### config.mk
export PLATFORM = sky130hd
export DESIGN_NAME = ppm_meter_core
export DESIGN_NICKNAME = d
export VERILOG_FILES = /design/src/sv/ppm_pkg.sv /design/src/sv/ppm_meter_core.sv
export SDC_FILE = /design/constraint.sdc
export NUM_CORES = 1
export LEC_CHECK = 0
export BUFFER_PORTS_ARGS = -buffer_cell sky130_fd_sc_hd__buf_2
export CORE_AREA = 2 2 234 236
export CTS_CLUSTER_SIZE = 30
export DETAILED_ROUTE_END_ITERATION = 10
export DIE_AREA = 0 0 236 238
export HOLD_SLACK_MARGIN = 0.15
export MAX_ROUTING_LAYER = met4
export SLEW_MARGIN = 30
export SYNTH_ARGS = -nofsm -noshare
export SYNTH_HDL_FRONTEND = slang
export SYNTH_SLANG_ARGS = --single-unit
### constraint.sdc
create_clock -name clk -period 4.9 [get_ports clk]
set_input_delay 0.245 -clock clk [delete_from_list [all_inputs] [get_ports clk]]
set_output_delay 0.245 -clock clk [all_outputs]
set_load 0.05 [all_outputs]
### src/sv/ppm_pkg.sv
package ppm_pkg;

    // Channel count and field widths
    localparam int CHANNELS   = 8;
    localparam int CH_W       = 3;
    localparam int SAMPLE_W   = 32;
    localparam int LEVEL_W    = 17;
    localparam int STEP_W     = 19;
    localparam int COUNT_W    = 20;
    localparam int CFG_IDX_W  = 2;
    localparam int CFG_DATA_W = 20;

    // Level at or above which the clip indicator is reloaded
    localparam logic [LEVEL_W-1:0] CLIP_THRESHOLD = 17'h0FFF0;

    // Sample width codes
    localparam logic [1:0] WIDTH_8    = 2'd0;
    localparam logic [1:0] WIDTH_16   = 2'd1;
    localparam logic [1:0] WIDTH_32   = 2'd2;
    localparam logic [1:0] WIDTH_NONE = 2'd3;

    // Configuration register indexes
    localparam logic [CFG_IDX_W-1:0] REG_SAMPLE_SIGNED = 2'd0;
    localparam logic [CFG_IDX_W-1:0] REG_WIDTH_CODE    = 2'd1;
    localparam logic [CFG_IDX_W-1:0] REG_DECAY_STEP    = 2'd2;
    localparam logic [CFG_IDX_W-1:0] REG_CLIP_HOLD     = 2'd3;

    // Reset values of the configuration registers
    localparam logic [STEP_W-1:0]  DECAY_STEP_RESET = 19'd9;
    localparam logic [COUNT_W-1:0] CLIP_HOLD_RESET  = 20'd48000;

    typedef struct packed {
        logic               sample_signed;
        logic [1:0]         width_code;
        logic [STEP_W-1:0]  decay_step;
        logic [COUNT_W-1:0] clip_hold;
    } cfg_t;

    // One item between the input register and the meter update
    typedef struct packed {
        logic [CH_W-1:0]    channel;
        logic [LEVEL_W-1:0] mag;
        logic               skip;
    } stage_t;

    typedef struct packed {
        logic [LEVEL_W-1:0] level;
        logic               clipping;
    } result_t;

endpackage

### src/sv/ppm_meter_core.sv
module ppm_meter_core import ppm_pkg::*;
(
    input  logic    clk,
    input  logic    rst_n,
    input  cfg_t    cfg_q,
    input  stage_t  item,
    input  logic    commit,
    output result_t result
);

    logic [LEVEL_W-1:0] level_reg [CHANNELS];
    logic [COUNT_W-1:0] count_reg [CHANNELS];

    logic               ch_valid;
    logic               do_update;
    logic [LEVEL_W-1:0] level_cur;
    logic [COUNT_W-1:0] count_cur;
    logic [LEVEL_W-1:0] level_next;
    logic [COUNT_W-1:0] count_next;

    assign ch_valid  = 32'(item.channel) < CHANNELS;
    assign do_update = commit && ch_valid && !item.skip;

    // Read the addressed channel's meter state.
    always_comb
    begin
        level_cur = '0;
        count_cur = '0;
        for (int i = 0; i < CHANNELS; i++)
        begin
            if (32'(item.channel) == i)
            begin
                level_cur = level_reg[i];
                count_cur = count_reg[i];
            end
        end
    end

    // Peak hold with linear decay, then the clip-hold countdown.
    always_comb
    begin
        priority if (level_cur < item.mag)
            level_next = item.mag;
        else if ({2'b0, level_cur} >= cfg_q.decay_step)
            level_next = level_cur - cfg_q.decay_step[LEVEL_W-1:0];
        else
            level_next = '0;

        priority if (level_next >= CLIP_THRESHOLD)
            count_next = cfg_q.clip_hold;
        else if (count_cur != '0)
            count_next = count_cur - 1'b1;
        else
            count_next = count_cur;
    end

    // Result: unknown channels read as zero, an unusable format leaves the state.
    always_comb
    begin
        priority if (!ch_valid)
        begin
            result.level    = '0;
            result.clipping = 1'b0;
        end
        else if (item.skip)
        begin
            result.level    = level_cur;
            result.clipping = count_cur != '0;
        end
        else
        begin
            result.level    = level_next;
            result.clipping = count_next != '0;
        end
    end

    // Per-channel state write-back
    always_ff @(posedge clk or negedge rst_n)
    begin
        if (!rst_n)
        begin
            for (int i = 0; i < CHANNELS; i++)
            begin
                level_reg[i] <= '0;
                count_reg[i] <= '0;
            end
        end
        else if (do_update)
        begin
            for (int i = 0; i < CHANNELS; i++)
            begin
                if (32'(item.channel) == i)
                begin
                    level_reg[i] <= level_next;
                    count_reg[i] <= count_next;
                end
            end
        end
    end

endmodule

-- Word level (Yosys, flattened, before mapping)
Index checks and enable logic that the tools add are counted.
- bits in registers: 296
- bits of input ports: 66
- output and inout bits: 18
- $add $sub $neg: 2
- magnitude comparators: 3
- equality and inequality tests: 7
- mux-type cells: 21
- reduce and logical (&&, ||, !) cells: 13
- operator list (kind ; number):
    20-bit two-way mux ; 10
    17-bit two-way mux ; 10
    20-bit nonzero test ; 2
    20-bit by 1-bit subtractor with 20-bit output, second input constant ; 1
    17-bit by 19-bit >= comparator with 1-bit output ; 1
    18-bit two-way mux ; 1
    17-bit by 16-bit >= comparator with 1-bit output, second input constant ; 1
    17-bit < comparator ; 1
    17-bit subtractor ; 1
    2-bit AND reduction ; 8
    3-bit == test, second input constant ; 4
    3-bit by 2-bit == test with 1-bit output, second input constant ; 2
    3-bit by 1-bit == test with 1-bit output, second input constant ; 1
    3-bit logical NOT ; 1
    1-bit logical AND ; 1
    1-bit logical NOT ; 1

-- Longest topological paths before layout
- depth in word-level cells: 16
- depth in mapped cells: 24

-- Worst setup path before layout
No wires, ideal clock.
- path type: input to output
- start: input port item[18] (netlist bit)
- end: output port result[0] (netlist bit)
- data arrival time: 5.532 ns
- required time: 4.655 ns
- setup slack: -0.877 ns
- stages: 23
- cells stage by stage: buf_6 buf_12 buf_8 buf_6 buf_6 buf_2 buf_1 mux4_2 mux2i_1 inv_1 ha_1 nor2b_1 o31ai_1 a21oi_1 o21ai_0 nand2_1 nor4_1 and4_1 a41oi_1 o21a_1 buf_6 mux2i_1 mux2i_1
- RTL lines (element ; line ; RTL):
    start, declared ; ppm_meter_core.sv:6 ; input stage_t item,
    end, declared ; ppm_meter_core.sv:8 ; output result_t result

==> flow_metrics.env <==
export IMPL_outcome="completed"
export IMPL_wire_per_inst_um=17.7
export IMPL_design_core_area_sq_mm=0.0535
export IMPL_chipHeight_um=238
export IMPL_crit_path_end_kind="primary output"
export IMPL_fp_dieW_um=236
export IMPL_globalRouteTotalUtil=0.156
export IMPL_cap_violations=0
export IMPL_postLayoutSetupSlackWorst_ps=61.9
export IMPL_final_cell_mix="dfrtp_1, nand2_1, o21ai_0, nor2_1, a21oi_1"
export IMPL_path_cells="mux4_2, a21boi_2, o22ai_2, ha_2, nor2b_1, o31ai_1, buf_4, a21oi_1, a211oi_2, o21bai_1, a21oi_1, xnor2_1, a41oi_2, o21a_2, buf_12, mux2i_4, mux2i_4, buf_6"
export IMPL_vias=12400
export IMPL_die_area_sq_mm=0.0562
export IMPL_synth_edff_count=0
export IMPL_startpoint_type="flop"
export IMPL_wl_um=42800
export IMPL_grt_max_degree=137
export IMPL_antenna_cells=0
export IMPL_cts_tree="done"
export IMPL_synth_seq_area_share=0.464
export IMPL_place_port_buffers=80
export IMPL_power_density_mw_per_mm2=501
export IMPL_syn_inst=1566
export IMPL_drt_met1_wl_um=20500
export IMPL_period_minus_slack_ps=4840
export IMPL_io_pins=84
export IMPL_numCtsBuffers=34
export IMPL_fin_crit_sh=0.987
export IMPL_gp_congestion=0.905
export IMPL_ys_seq_elements=296
export IMPL_setup_violations_final=0
export IMPL_layout_commonest_cell="dfrtp_1"
export IMPL_tightestPinTransition_ps=906
export IMPL_nNetsFinal=1797
export IMPL_overflow=0
export IMPL_synth_area_sq_mm=0.0160
export IMPL_fin_tns_setup_ps=0
export IMPL_cp_arrival_ps=4590
export IMPL_final_area_sq_mm=0.0190
export IMPL_cts_num_sinks=296
export IMPL_htree_levels=2
export IMPL_max_stage_delay_ps=460
export IMPL_async_reset_ff_frac=1.00
export IMPL_clockRootBuffer="clkbuf_16"
export IMPL_dp_hpwl_um=28800
export IMPL_finalClockSkew_ps=19.2
export IMPL_ant_nets=0
export IMPL_first_pass_iters=5
export IMPL_crit_path_max_fanout=8
export IMPL_p_leak_nw=8.52
export IMPL_rows=85
export IMPL_cp_num_buf_inv=3
export IMPL_synth_cell_type_count=80
export IMPL_cp_required_ps=4660
export IMPL_grt_setup_unrepaired="yes"
export IMPL_maxSlewViolCount=0
export IMPL_antenna_found_initial=1
export IMPL_avgSynthCellArea_sq_um=10.2
export IMPL_drtIter0Drc=707
export IMPL_ir_drop_v=0.000240
export IMPL_post_route_util=0.356
export IMPL_cpLargestDelayFamily="compound AO/OA/AOI/OAI gates"
export IMPL_worstSkewPairLatency_ps=510
export IMPL_ys_warn_count=0
export IMPL_highest_layer="met4"
export IMPL_grt_pass1_wl_um=68500
export IMPL_hold_viol=0
export IMPL_area_growth_pct=19.2
export IMPL_largest_reg_flops=160
export IMPL_path_class="flop to primary output"
export IMPL_hold_path_class="input pin to flop"
export IMPL_power_total_mw=9.55
export IMPL_drive_gt1_frac=0.260
export IMPL_fmax_mhz=207
export IMPL_vias_per_cell=5.12
export IMPL_synthFlopType="dfrtp_1"
export IMPL_place_area_sq_mm=0.0176
export IMPL_initial_core_util=0.299
export IMPL_place_ws_ps=-54.7
export IMPL_syn_nets=1668
export IMPL_cts_buffer_depth=3
export IMPL_relSlewSlack=0.395
export IMPL_drc_errors=0
export IMPL_route_met3_wl_um=2400
export IMPL_wl_met2_um=19200
export IMPL_cts_clk_slew_worst_paths_ps=60
export IMPL_crit_path_top_delay_cell="mux4_2"
export IMPL_grt_pass1_vias=12300
-- Yosys cell counts (11+ instances only) --
master    number  area share
a21oi_1      136       0.043
a31oi_1       11      0.0043
and3_1        11      0.0043
buf_2         12      0.0038
buf_6         11      0.0078
clkbuf_1      65       0.015
dfrtp_1      296        0.46
ha_1          35       0.027
inv_1         42      0.0099
mux2_2        74       0.052
mux2_4        12       0.011
mux2i_1       38       0.024
mux4_2        58       0.082
nand2_1      219       0.051
nand3_1       22      0.0069
nor2_1       154       0.036
nor2b_1       12      0.0047
nor3_1        12      0.0038
o21ai_0      156       0.049
xnor2_1       18      0.0099
-- per-layer routing --
metal,GRT usage,up-vias
li1,-,5826
met2,0.243,336
met5,-,-
met1,0.219,6136
met3,0.0208,58
met4,0.0324,0
-- per-stage QoR --
step           cells  hold WS, ps
3_5_place_dp    2340          457
3_3_place_gp    2340          439
5_1_grt         2414          175
4_1_cts         2404          150
2_1_floorplan   1566        -50.6
6_report        2414          171
-- worst reg2reg max path: cells and delay by family (launching register included) --
family,cells,cell delay (ps)
xor+xnor,1,220
buf+inv,4,640
flops,1,390
mux,3,1080
fa+ha+maj,1,250
simple gates,1,60
compound gates,9,1840
-- area by class of cell --
cell class                 instances  area [sq um]
clock buffer                      50          1050
clock inverter                     9           130
fill                            5324         34400
inverter                          44           165
multi-input combinational       1127          8060
sequential                       296          7410
tap                              696           871
timing repair buffer             192          1360
-- where the power goes --
part,internal (mW),switching [mW]
registers,3.25,0.424
logic,1.54,1.70
clock network,1.64,0.992
-- kinds of logic after synthesis --
family	synth area share
AOI/OAI and AO/OA	0.136
xor gates and xnor gates	0.0153
adders and majority gates	0.0287
buffers and inverters	0.0424
DFF	0.464
muxes	0.180
and+or+nand+nor	0.134
-- worst paths after layout --
kind | from | to | slack (ps) | depth (start not counted)
worst min register to register | level_reg[86] | level_reg[86] | 470 | 2
max in group asynchronous | rst_n | level_reg[60] | 3570 | 3
worst min-delay path | cfg_q[16] | count_reg[36] | 170 | 3
worst max-delay path | level_reg[0] | result[0] | 60 | 18
min in group asynchronous | rst_n | count_reg[45] | 260 | 2
worst max register to register | level_reg[0] | count_reg[63] | 310 | 19
-- repair_timing --
| item | CTS | global route |
|---|---|---|
| cloned | 0 | 0 |
| setup endpoints to repair | 1 | 1 |
| hold endpoints to repair | 135 | 0 |
| hold buffers | 2 | 0 |
| gates resized for setup | 11 | 11 |
| setup buffers | 3 | 9 |
| pin swaps | 5 | 15 |
Note: power is estimated with default switching activity, not from simulation.
