===== src/sv/ppm_pkg.sv =====
package ppm_pkg;

    // Channel count and field widths
    localparam int CHANNELS   = 8;
    localparam int CH_W       = 3;
    localparam int SAMPLE_W   = 32;
    localparam int LEVEL_W    = 17;
    localparam int STEP_W     = 19;
    localparam int COUNT_W    = 20;
    localparam int CFG_IDX_W  = 2;
    localparam int CFG_DATA_W = 20;

    // Level at or above which the clip indicator is reloaded
    localparam logic [LEVEL_W-1:0] CLIP_THRESHOLD = 17'h0FFF0;

    // Sample width codes
    localparam logic [1:0] WIDTH_8    = 2'd0;
    localparam logic [1:0] WIDTH_16   = 2'd1;
    localparam logic [1:0] WIDTH_32   = 2'd2;
    localparam logic [1:0] WIDTH_NONE = 2'd3;

    // Configuration register indexes
    localparam logic [CFG_IDX_W-1:0] REG_SAMPLE_SIGNED = 2'd0;
    localparam logic [CFG_IDX_W-1:0] REG_WIDTH_CODE    = 2'd1;
    localparam logic [CFG_IDX_W-1:0] REG_DECAY_STEP    = 2'd2;
    localparam logic [CFG_IDX_W-1:0] REG_CLIP_HOLD     = 2'd3;

    // Reset values of the configuration registers
    localparam logic [STEP_W-1:0]  DECAY_STEP_RESET = 19'd9;
    localparam logic [COUNT_W-1:0] CLIP_HOLD_RESET  = 20'd48000;

    typedef struct packed {
        logic               sample_signed;
        logic [1:0]         width_code;
        logic [STEP_W-1:0]  decay_step;
        logic [COUNT_W-1:0] clip_hold;
    } cfg_t;

    // One item between the input register and the meter update
    typedef struct packed {
        logic [CH_W-1:0]    channel;
        logic [LEVEL_W-1:0] mag;
        logic               skip;
    } stage_t;

    typedef struct packed {
        logic [LEVEL_W-1:0] level;
        logic               clipping;
    } result_t;

endpackage


===== src/sv/ppm_magnitude.sv =====
module ppm_magnitude import ppm_pkg::*;
(
    input  cfg_t                cfg_q,
    input  logic [SAMPLE_W-1:0] sample,
    output logic [LEVEL_W-1:0]  mag
);

    logic [7:0]  v8;
    logic [15:0] v16;
    logic [31:0] v32;
    logic [8:0]  m8;
    logic [16:0] m16;
    logic [32:0] m32;

    // Offset-binary samples become two's complement by flipping the top bit.
    always_comb
    begin
        v8  = sample[7:0]  ^ {~cfg_q.sample_signed, 7'b0};
        v16 = sample[15:0] ^ {~cfg_q.sample_signed, 15'b0};
        v32 = sample[31:0] ^ {~cfg_q.sample_signed, 31'b0};
    end

    // Absolute values, one bit wider so the most negative value fits.
    always_comb
    begin
        m8  = v8[7]   ? (9'h100 - {1'b0, v8})             : {1'b0, v8};
        m16 = v16[15] ? (17'h10000 - {1'b0, v16})         : {1'b0, v16};
        m32 = v32[31] ? (33'h100000000 - {1'b0, v32})     : {1'b0, v32};
    end

    // Scale each format to the common 0 to 65536 range.
    always_comb
    begin
        unique case (cfg_q.width_code)
            WIDTH_8:    mag = {m8[7:0], 9'b0};
            WIDTH_16:   mag = {m16[15:0], 1'b0};
            WIDTH_32:   mag = m32[31:15];
            WIDTH_NONE: mag = '0;
        endcase
    end

endmodule


===== config.mk =====
export PLATFORM = sky130hd
export DESIGN_NAME = ppm_magnitude
export DESIGN_NICKNAME = d
export VERILOG_FILES = /design/src/sv/ppm_pkg.sv /design/src/sv/ppm_magnitude.sv
export SDC_FILE = /design/constraint.sdc
export NUM_CORES = 1
export LEC_CHECK = 0
export BUFFER_PORTS_ARGS = -buffer_cell sky130_fd_sc_hd__buf_2
export CAP_MARGIN = 40
export CORE_MARGIN = 3
export CORE_UTILIZATION = 34
export DETAILED_ROUTE_END_ITERATION = 6
export GPL_TIMING_DRIVEN = 0
export PLACE_DENSITY = 0.66
export SKIP_LAST_GASP = 1
export SLEW_MARGIN = 20
export SYNTH_ARGS = -nofsm -noshare
export SYNTH_HDL_FRONTEND = slang
export SYNTH_SLANG_ARGS = --single-unit

===== constraint.sdc =====
create_clock -name vclk -period 2.9
set_input_delay 0 -clock vclk [all_inputs]
set_output_delay 0 -clock vclk [all_outputs]
set_load 0.02 [all_outputs]

Word level (Yosys, flattened, before mapping)
Index checks and enable logic that the tools add are counted.
{ "op_classes": {"bitwise": 4, "eq_ne": 3, "reduce_logical": 1, "addsub": 3, "n_mux": 4} }
{ "op_table": {"columns": ["operator", "count"], "rows": [
  ["$pmux 17 s4", 1],
  ["$mux 32", 1],
  ["$sub 1x32->32 const A", 1],
  ["$xor 32x32->32", 1],
  ["$mux 16", 1],
  ["$sub 1x16->16 const A", 1],
  ["$xor 16x16->16", 1],
  ["$mux 8", 1],
  ["$sub 1x8->8 const A", 1],
  ["$xor 8x8->8", 1],
  ["$eq 2x2->1 const B", 2],
  ["$eq 2x1->1 const B", 1],
  ["$logic_not 2->1", 1],
  ["$not 1->1", 1]
]} }
{ "word_totals": {"wordCells": 15, "out_inout_bits": 17, "regBits": 0, "in_bits": 74} }

Logic depth before layout (Yosys ltp)
Gate-level depths: netlist of the first run.
{ "depth": {"word_depth": 5, "mapped_depth": 7, "ltp_nobuf": 7} }

Worst setup path before layout of the first run
No wires, ideal clock.
{ "synth_path": {"path_type": "input to output", "start": "input sample[1]", "end": "output mag[11]", "t_required_ns": 2.900, "stages": 7, "path_buffers": 0, "setup_slack_ns": 1.436, "t_arrival_ns": 1.464, "cell_sequence": "inv_1 ha_1 nor3b_2 nand2_1 o31ai_1 xor2_1 o221ai_1"} }
{ "synth_between": {"elab_chain_cells": 4, "elab_cells_between_ends": 10, "cone_classes": "add/sub (3); mux (4); bitwise (3)"} }
{ "synth_lines": {"columns": ["item", "line_no", "source"], "rows": [
  ["start: declaration", "ppm_magnitude.sv:4", "input logic [SAMPLE_W-1:0] sample,"],
  ["$xor 32x32->32, or another cell as far along", "ppm_magnitude.sv:20", "v32 = sample[31:0] ^ {~cfg_q.sample_signed, 31'b0};"],
  ["$sub 1x32->32, or another cell as far along", "ppm_magnitude.sv:28", "m32 = v32[31] ? (33'h100000000 - {1'b0, v32}) : {1'b0, v32};"],
  ["$mux 32, or another cell as far along", "ppm_magnitude.sv:28", null],
  ["$pmux 17 s4 (*)", "ppm_magnitude.sv:34", "unique case (cfg_q.width_code)"],
  ["end: declaration", "ppm_magnitude.sv:5", "output logic [LEVEL_W-1:0] mag"]
]} }
Mark *: on every way between the ends. The rest lies on a longest branch, timed or not.

Worst setup path in the final report of the first run
Ends and elaborated chain as after synthesis.

==> metrics.md, run 1 <==
| Metric | Value |
|---|---|
| Starting Density | `36.31%` |
| Detail Route Antenna Nets | `0` |
| Synth Area in Simple Gates | `37.94%` |
| Post-Place Worst Slack | `995.8 ps` |
| Vias | `1479` |
| Area of the core | `3442 sq um` |
| Cell area after synthesis | `1250 sq um` |
| Largest family of logic cells by synthesized area | `simple AND/OR/NAND/NOR gates` |
| Hold Crit Class | `primary input to primary output` |
| Post-CTS Hold Buffers | `0` |
| P_leak | `0.6525 nW` |
| Vias per cell | `5.560` |
| Crit path max fanout | `7` |
| Diode count | `0` |
| DR pass1 iterations | `4` |
| Startpoint Class | `primary input` |
| Fmax | `0.5134 GHz` |
| Synth unique cells | `58` |
| Synth area leaders | `xor2_1 (13%), xnor2_1 (8.4%), nor2_1 (5.4%)` |
| Number of global-route vias before repair | `1375` |
| Share of layout cells above drive strength 1 | `33.64%` |
| Tot Pwr | `0.3064 mW` |
| Post-placement cell area | `1560 sq um` |
| Final design utilization | `45.33%` |
| RSZ-0062 raised after global routing | `false` |
| CTS resizes | `0` |
| Max cap viols | `0` |
| Remaining Overflow, GRT | `0` |
| Largest net degree at the start of global routing | `11` |
| Antenna violations before repair | `0` |
| Syn nets | `245` |
| Worst slew margin | `49.87%` |
| Fin crit share | `67.16%` |
| Capturing element type of the critical path | `primary output` |
| Post-CTS setup buffers | `0` |
| PD cells | `196.4 nW/um^2` |
| Setup crit start | `sample[1]` |
| Post-Layout Inst Area | `1560 sq um` |
| Warnings from Yosys | `0` |
| Synth Area in Compound Gates | `29.03%` |
| Worst Tran Pin Value | `749.5 ps` |
| Die height | `66.63 um` |
| HPWL after detailed placement | `3296 um` |
| Clkbuf count | `0` |
| Hold Vio Cnt, Final | `0` |
| Non-Filler Instances | `266` |
| Mux share of post-synthesis cell area | `3.704%` |
| Final Worst Setup Slack | `952.3 ps` |
| Largest area contributor in the netlist | `xor2_1` |
| First-pass GRT wire length | `6368 um` |
| DP Cell Count | `266` |
| Min Tclk post-route | `1948 ps` |
| DRT iter0 DRCs | `114` |
| Syn-to-layout area delta | `24.83%` |
| Adder-Cell Fraction of Synth Area | `1.001%` |
| RD Place Congestion | `0.9362` |
| Syn Inst Count | `170` |
| Critical Setup Path Class | `primary input to primary output` |
| Yosys top cell area share | `13.31%` |
| Pins over their slew limit | `0` |
| Io pins | `91` |
| Outcome | `completed` |
| Sequential area share after synthesis | `0%` |
| WP data required | `2900 ps` |
| Setup violations, final | `0` |
| Rows | `21` |
| Detailed Route WL | `3991 um` |
| Drc violations | `0` |
| Routed len/inst | `15.00 um` |
| Max rail drop VDD | `0.00006647 V` |
| Die width | `66.63 um` |
| Setup_tns | `0 ps` |
| Number of buffers added on ports | `49` |
| Sequential cell count | `0` |
| Final nets | `297` |
| Die Area | `4440 sq um` |
| Syn Area/Cell | `7.353 sq um` |
| GRT Total Usage | `17.90%` |
| Critical path arrival | `1950 ps` |
| Hold_sp | `sample[15]` |
| XOR/XNOR Fraction of Synth Area | `24.32%` |
| Hold_ws | `456.3 ps` |
| Register area | `0 sq um` |
## worst paths after layout
| kind | to | slack, ps | cells after the start |
|---|---|---|---|
| setup / recovery | mag[11] | 950 | 9 |
| hold / removal | mag[0] | 460 | 4 |
## cells in the final DEF, fill, tap and decap left out, types with 3 or more instances in the layout
cell      instances
a21oi_1           4
a31oi_1           3
buf_2            50
clkbuf_1          3
inv_1             4
nand2_1          14
nand2b_1          3
nand3_1           4
nor2_1           18
nor3_1            9
o21ai_0           5
o221ai_1          4
o22ai_1           8
o31ai_1           5
xnor2_1          12
xor2_1           19
## critical path, cell delays in order
cell and delay (ps):
buf_2 140, inv_1 80, ha_1 190, nor3b_2 360, nand2_1 310, o31ai_1 320
xor2_1 200, o221ai_1 150, buf_2 200
## report_power, final
| part | internal [mW] | switching, mW | total, mW |
|---|---|---|---|
| sequential | 0 | 0 | 0 |
| combinational | 0.123 | 0.183 | 0.306 |
| clock | 0 | 0 | 0 |
## final cells by class
class / instances / area, sq um
fill: 386 / 1882
multi-input combinational: 160 / 1200
timing repair buffer: 50 / 252.7
tap: 46 / 57.56
buffer: 6 / 35.03
inverter: 4 / 15.01
## Yosys cell counts, types with 2 or more instances
master / number
nor4_4: 2
clkbuf_1: 3
o21ai_1: 2
nor4_1: 2
nand4_4: 2
o21ai_0: 5
nand2b_1: 3
mux2i_1: 2
nand2_1: 14
or4_1: 2
a31oi_1: 3
nor3_1: 9
o221ai_1: 4
xnor2_1: 12
o31ai_1: 5
nor3_4: 2
o41ai_2: 2
nor2_1: 18
o211ai_1: 2
o22ai_1: 8
or3_1: 2
xor2_1: 19
o41ai_1: 2
a221o_1: 2
nand3_1: 4
a21oi_1: 4
inv_1: 4
## cells by family (layout without fill, tap and decap cells)
family / Yosys count / count (layout)
buffers and inverters: 10 / 60
adders and majority gates: 1 / 1
xor gates and xnor gates: 33 / 33
and+or+nand+nor: 74 / 74
muxes: 4 / 4
AOI/OAI and AO/OA: 48 / 48
## layer usage
metal  vias to the layer above  part of all wire, %  routed length [um]  global-route usage [%]
li1                        752                    -                   -                       -
met1                       676                   47                1856                   25.83
met2                        48                   47                1856                   30.20
met3                         3                  6.4                 257                   1.012
met4                         0                 0.53                  21                   1.269
met5                         -                    0                   0                       0
No activity file was read; power rests on OpenSTA's default activity.
==> run 2, diff against run 1 <==
--- a/config.mk
+++ b/config.mk
@@ -11,7 +11,7 @@
 export CORE_UTILIZATION = 34
 export DETAILED_ROUTE_END_ITERATION = 6
 export GPL_TIMING_DRIVEN = 0
-export PLACE_DENSITY = 0.66
+export PLACE_DENSITY = 0.69
 export SKIP_LAST_GASP = 1
 export SLEW_MARGIN = 20
 export SYNTH_ARGS = -nofsm -noshare
==> constraint.sdc (replaced) <==
create_clock -name vclk -period 1.75
set_input_delay 0 -clock vclk [all_inputs]
set_output_delay 0 -clock vclk [all_outputs]
set_load 0.02 [all_outputs]
==> metrics.md, run 2 (synthesis gave the netlist of run 1 again) <==
| Metric | Value |
|---|---|
| RD Place Congestion | `0.9471 (+1.2%)` |
| Pins over their slew limit | `0 (unchanged)` |
| Commonest non-fill, non-tap cell in the layout | `buf_2` |
| Hold_sp | `sample[18]` |
| First-pass GRT wire length | `6258 um (-1.7%)` |
| Min Tclk post-route | `1717 ps` |
| Final nets | `302 (+1.7%)` |
| Final design utilization | `47.73% (+2.4 points)` |
| Setup_tns | `0 ps (unchanged)` |
| Register area | `0 sq um (unchanged)` |
| Starting Density | `36.31% (unchanged)` |
| HPWL after detailed placement | `3330 um (+1.0%)` |
| Number of global-route vias before repair | `1329 (-3.3%)` |
| Die height | `66.63 um (unchanged)` |
| Largest net degree at the start of global routing | `11 (unchanged)` |
| WP data required | `1750 ps (-1150 ps)` |
| Die Area | `4440 sq um (unchanged)` |
| Io pins | `91 (unchanged)` |
| Area of the core | `3442 sq um (unchanged)` |
| Rows | `21 (unchanged)` |
| Capturing element type of the critical path | `primary output` |
| Hold path depth | `4 (unchanged)` |
| Critical Setup Path Class | `primary input to primary output` |
| Syn-to-layout area delta | `31.43%` |
| Fmax | `0.5825 GHz` |
| Remaining Overflow, GRT | `0 (unchanged)` |
| Detailed Route WL | `4232 um (+6.0%)` |
| GRT Total Usage | `17.56% (-0.34 points)` |
| Antenna violations before repair | `0 (unchanged)` |
| Drc violations | `0 (unchanged)` |
| Crit path max fanout | `8 (+1)` |
| Max cap viols | `0 (unchanged)` |
| Post-placement cell area | `1558 sq um (-0.16%)` |
| Post-CTS Hold Buffers | `0 (unchanged)` |
| Detail Route Antenna Nets | `0 (unchanged)` |
| Routed len/inst | `15.62 um (+4.1%)` |
| Max rail drop VDD | `0.0001257 V (+89%)` |
| DRT iter0 DRCs | `100 (-12%)` |
| Hold Path End | `mag[3]` |
| P_leak | `0.6891 nW (+5.6%)` |
| Share of layout cells above drive strength 1 | `38.67% (+5.0 points)` |
| Hold Crit Class | `primary input to primary output` |
| Startpoint Class | `primary input` |
| Post-Layout Inst Area | `1643 sq um (+5.3%)` |
| Vias | `1534 (+3.7%)` |
| Hold Vio Cnt, Final | `0 (unchanged)` |
| RSZ-0062 raised after global routing | `true` |
| Die width | `66.63 um (unchanged)` |
| Worst Tran Pin Value | `775.5 ps (+26.09 ps)` |
| Number of buffers added on ports | `49 (unchanged)` |
| Outcome | `completed` |
| Worst slew margin | `48.12% (-1.7 points)` |
| Critical path arrival | `1720 ps (-230 ps)` |
| Setup violations, final | `0 (unchanged)` |
| Vias per cell | `5.661 (+1.8%)` |
| Clkbuf count | `0 (unchanged)` |
| Fin crit share | `98.11%` |
| Sequential cell count | `0 (unchanged)` |
| PD cells | `318.0 nW/um^2 (+62%)` |
| Commonest non-fill, non-tap cells in the layout | `buf_2 (51), xor2_1 (19), nor2_1 (18)` |
| DR pass1 iterations | `4 (unchanged)` |
| Diode count | `0 (unchanged)` |
[run 2: changes by cell type in the layout (fill, tap and decap cells not counted), moves of 2 or more]
cell / delta
o31ai_2: +2
nor4_1: -2
buf_4: +4
o31ai_1: -2
nor4_2: +2
[run 2: per-layer routing]
layer	vias to the layer above	GRT usage (%)	routed length, um
met3	2	0.5059	230
met4	0	1.269	33
met1	724	25.85	1923
met2	49	29.33	2044
met5	-	0	0
li1	759	-	-
[run 2: worst max-delay path by stage]
stage / start / to / slack, ps
final: sample[6] / mag[14] / 30
after global routing: sample[1] / mag[11] / -50
after CTS: sample[25] / mag[13] / -20
after detailed placement: sample[1] / mag[13] / -100
after global placement: sample[1] / mag[13] / -120
after floorplan: sample[1] / mag[11] / 290
[run 2: per-stage QoR]
stage          power [mW]  hold slack [ps]  instances  worst slack, ps
3_5_place_dp       0.5027            449.2        266           -102.2
3_3_place_gp       0.5005            448.8        265           -118.0
6_report           0.5225            453.7        271            33.13
2_1_floorplan      0.3273            220.8        170            286.1
5_1_grt            0.5664            480.4        271           -54.01
4_1_cts            0.5087            456.5        266           -24.28
[run 2: cell type report]
type | instances | area, sq um
Multi-Input combinational cell | 160 | 1247
Inverter | 4 | 15.01
Buffer | 6 | 35.03
Timing Repair Buffer | 55 | 287.8
Tap cell | 46 | 57.56
Fill cell | 374 | 1799
[run 2: what timing repair did]
| action | in CTS | in global routing |
|---|---|---|
| pin swaps | 0 | 2 |
| buffers inserted | 0 | 5 |
| resized for setup | 3 | 7 |
| cloned | 0 | 0 |
| setup endpoints to repair | 7 | 10 |
[run 2: worst max-delay path: stages]
cell      delay (ps)
buf_2            140
nor4_4           420
nand2_2          220
o41ai_2          380
xor2_1           110
o221ai_1         230
buf_2            210
[run 2: where the power goes]
part / leakage (nW) / internal, mW / switching, mW
Clock: 0 / 0 / 0
Sequential: 0 / 0 / 0
Combinational: 0.689 / 0.210 / 0.313
Total: 0.689 / 0.210 / 0.313
==> run 3, diff against run 2 <==
--- a/config.mk
+++ b/config.mk
@@ -7,11 +7,13 @@
 export LEC_CHECK = 0
 export BUFFER_PORTS_ARGS = -buffer_cell sky130_fd_sc_hd__buf_2
 export CAP_MARGIN = 40
+export CELL_PAD_IN_SITES_DETAIL_PLACEMENT = 1
+export CELL_PAD_IN_SITES_GLOBAL_PLACEMENT = 2
 export CORE_MARGIN = 3
-export CORE_UTILIZATION = 34
+export CORE_UTILIZATION = 19
 export DETAILED_ROUTE_END_ITERATION = 6
 export GPL_TIMING_DRIVEN = 0
-export PLACE_DENSITY = 0.69
+export PLACE_DENSITY = 0.77
 export SKIP_LAST_GASP = 1
 export SLEW_MARGIN = 20
 export SYNTH_ARGS = -nofsm -noshare
==> metrics.md, run 3 (synthesis gave the netlist of run 1 again) <==
| Metric | Value |
|---|---|
| Commonest non-fill, non-tap cell in the layout | `buf_2` |
| Fmax | `0.5726 GHz (-1.7%)` |
| Sequential cell count | `0 (unchanged)` |
| Capturing element type of the critical path | `primary output` |
| Top Family by Delay on Critical Path | `simple AND/OR/NAND/NOR gates` |
| Hold Vio Cnt, Final | `0 (unchanged)` |
| Area of the core | `6131 sq um (+78%)` |
| Diode count | `0 (unchanged)` |
| Clkbuf count | `0 (unchanged)` |
| Slowest-stage cell, CP | `nor4_4` |
| Hold path depth | `4 (unchanged)` |
| First-pass GRT wire length | `8038 um (+28%)` |
| Vias | `1619 (+5.5%)` |
| Number of buffers added on ports | `49 (unchanged)` |
| Remaining Overflow, GRT | `0 (unchanged)` |
| RD Place Congestion | `0.8369 (-12%)` |
| Largest stage delay on the critical path | `400 ps (-20 ps)` |
| WP data required | `1750 ps (about the same)` |
| Routed len/inst | `17.73 um (+14%)` |
| Buf/Inv on CP | `3 (+1)` |
| Number of global-route vias before repair | `1556 (+17%)` |
| Worst Tran Pin Value | `798.5 ps (+22.99 ps)` |
| Most numerous cell on the critical path | `buf_4` |
| Startpoint Class | `primary input` |
| DP Cell Count | `295 (+11%)` |
| Pins over their slew limit | `0 (unchanged)` |
| Post-Layout Inst Area | `1886 sq um (+15%)` |
| Fill cells | `755 (+100%)` |
| Non-Filler Instances | `313 (+15%)` |
| Outcome | `completed` |
| Detailed Route WL | `5550 um (+31%)` |
| Hold_ws | `454.6 ps (+0.8790 ps)` |
| Max rail drop VDD | `0.0001305 V (+3.8%)` |
| Detail Route Antenna Nets | `0 (unchanged)` |
| Rows | `28 (+33%)` |
| P_leak | `0.8100 nW (+18%)` |
| Io pins | `91 (unchanged)` |
| Max cap viols | `0 (unchanged)` |
| Critical path arrival | `1750 ps (+30 ps)` |
| HPWL after detailed placement | `4182 um (+26%)` |
| Tot Pwr | `0.5728 mW (+9.6%)` |
| Antenna violations before repair | `0 (unchanged)` |
| Hold Path End | `mag[1]` |
| Register area | `0 sq um (unchanged)` |
| Starting Density | `20.39% (-16 points)` |
| Fin crit share | `99.79% (+1.7 points)` |
| Hold_sp | `sample[0]` |
| Hold Crit Class | `primary input to primary output` |
| Largest net degree at the start of global routing | `11 (unchanged)` |
| Die width | `87.11 um (+31%)` |
| Share of layout cells above drive strength 1 | `43.70% (+5.0 points)` |
| Final nets | `315 (+4.3%)` |
| GRT Total Usage | `12.96% (-4.6 points)` |
| Setup violations, final | `0 (unchanged)` |
| Vias per cell | `5.173 (-8.6%)` |
| Die Area | `7588 sq um (+71%)` |
| Drc violations | `0 (unchanged)` |
| Min Tclk post-route | `1746 ps (+29.45 ps)` |
| Syn-to-layout area delta | `50.85%` |
| Worst slew margin | `46.58% (-1.5 points)` |
| Post-CTS Hold Buffers | `0 (unchanged)` |
| DRT iter0 DRCs | `49 (-51%)` |
| Post-Place Worst Slack | `-212.1 ps (-110.0 ps)` |
| RSZ-0062 raised after global routing | `true` |
| Post-placement cell area | `1597 sq um (+2.5%)` |
| PD cells | `303.8 nW/um^2 (-4.5%)` |
| Setup_tns | `0 ps (unchanged)` |
| DR pass1 iterations | `4 (unchanged)` |
| Final design utilization | `30.76% (-17 points)` |
| Final Worst Setup Slack | `3.682 ps (-29.45 ps)` |
| Critical path cell sequence | `clkbuf_4, nor4_4, buf_4, and2_4, nand4_4, mux2_4, a211o_1, buf_4` |
| Die height | `87.11 um (+31%)` |
| Critical Setup Path Class | `primary input to primary output` |
| Crit path max fanout | `4 (-4)` |
| Commonest non-fill, non-tap cells in the layout | `buf_2 (45), buf_4 (19), xor2_1 (19)` |
## run 3: layer usage
layer / GRT usage [%] / part of all wire (%) / up-vias / wire [um]
li1: - / - / 787 / -
met1: 18.16 / 45 / 793 / 2501
met2: 23.05 / 51 / 39 / 2815
met3: 0.9461 / 4.2 / 0 / 233
met4: 0 / 0 / 0 / 0
met5: 0 / 0 / - / 0
## run 3: timing repair
item                       CTS  global route
hold endpoints to repair     0             0
setup endpoints to repair    9            12
gates resized for setup      4            28
setup buffers                2            15
pin swaps                    0             9
cloned                       0             1
## run 3: final cells by class
type	instances	area, sq um	area share [%]
Buffer	6	35.03	1.858
Inverter	4	17.52	0.9290
Multi-Input combinational cell	161	1323	70.14
Tap cell	75	93.84	4.977
Timing Repair Buffer	67	416.7	22.10
## run 3: worst max path at each step
stage | depth (start not counted) | slack [ps] | to | startpoint
finish | 8 | 4 | mag[10] | sample[6]
global route | 8 | -110 | mag[13] | sample[6]
CTS | 9 | 20 | mag[15] | sample[1]
detailed placement | 9 | -210 | mag[13] | sample[1]
global placement | 9 | -220 | mag[13] | sample[1]
floorplan | 7 | 290 | mag[11] | sample[1]
## run 3: power breakdown
part | internal [mW] | switching [mW] | leakage, nW
clock network | 0 | 0 | 0
logic | 0.230 | 0.343 | 0.810
registers | 0 | 0 | 0
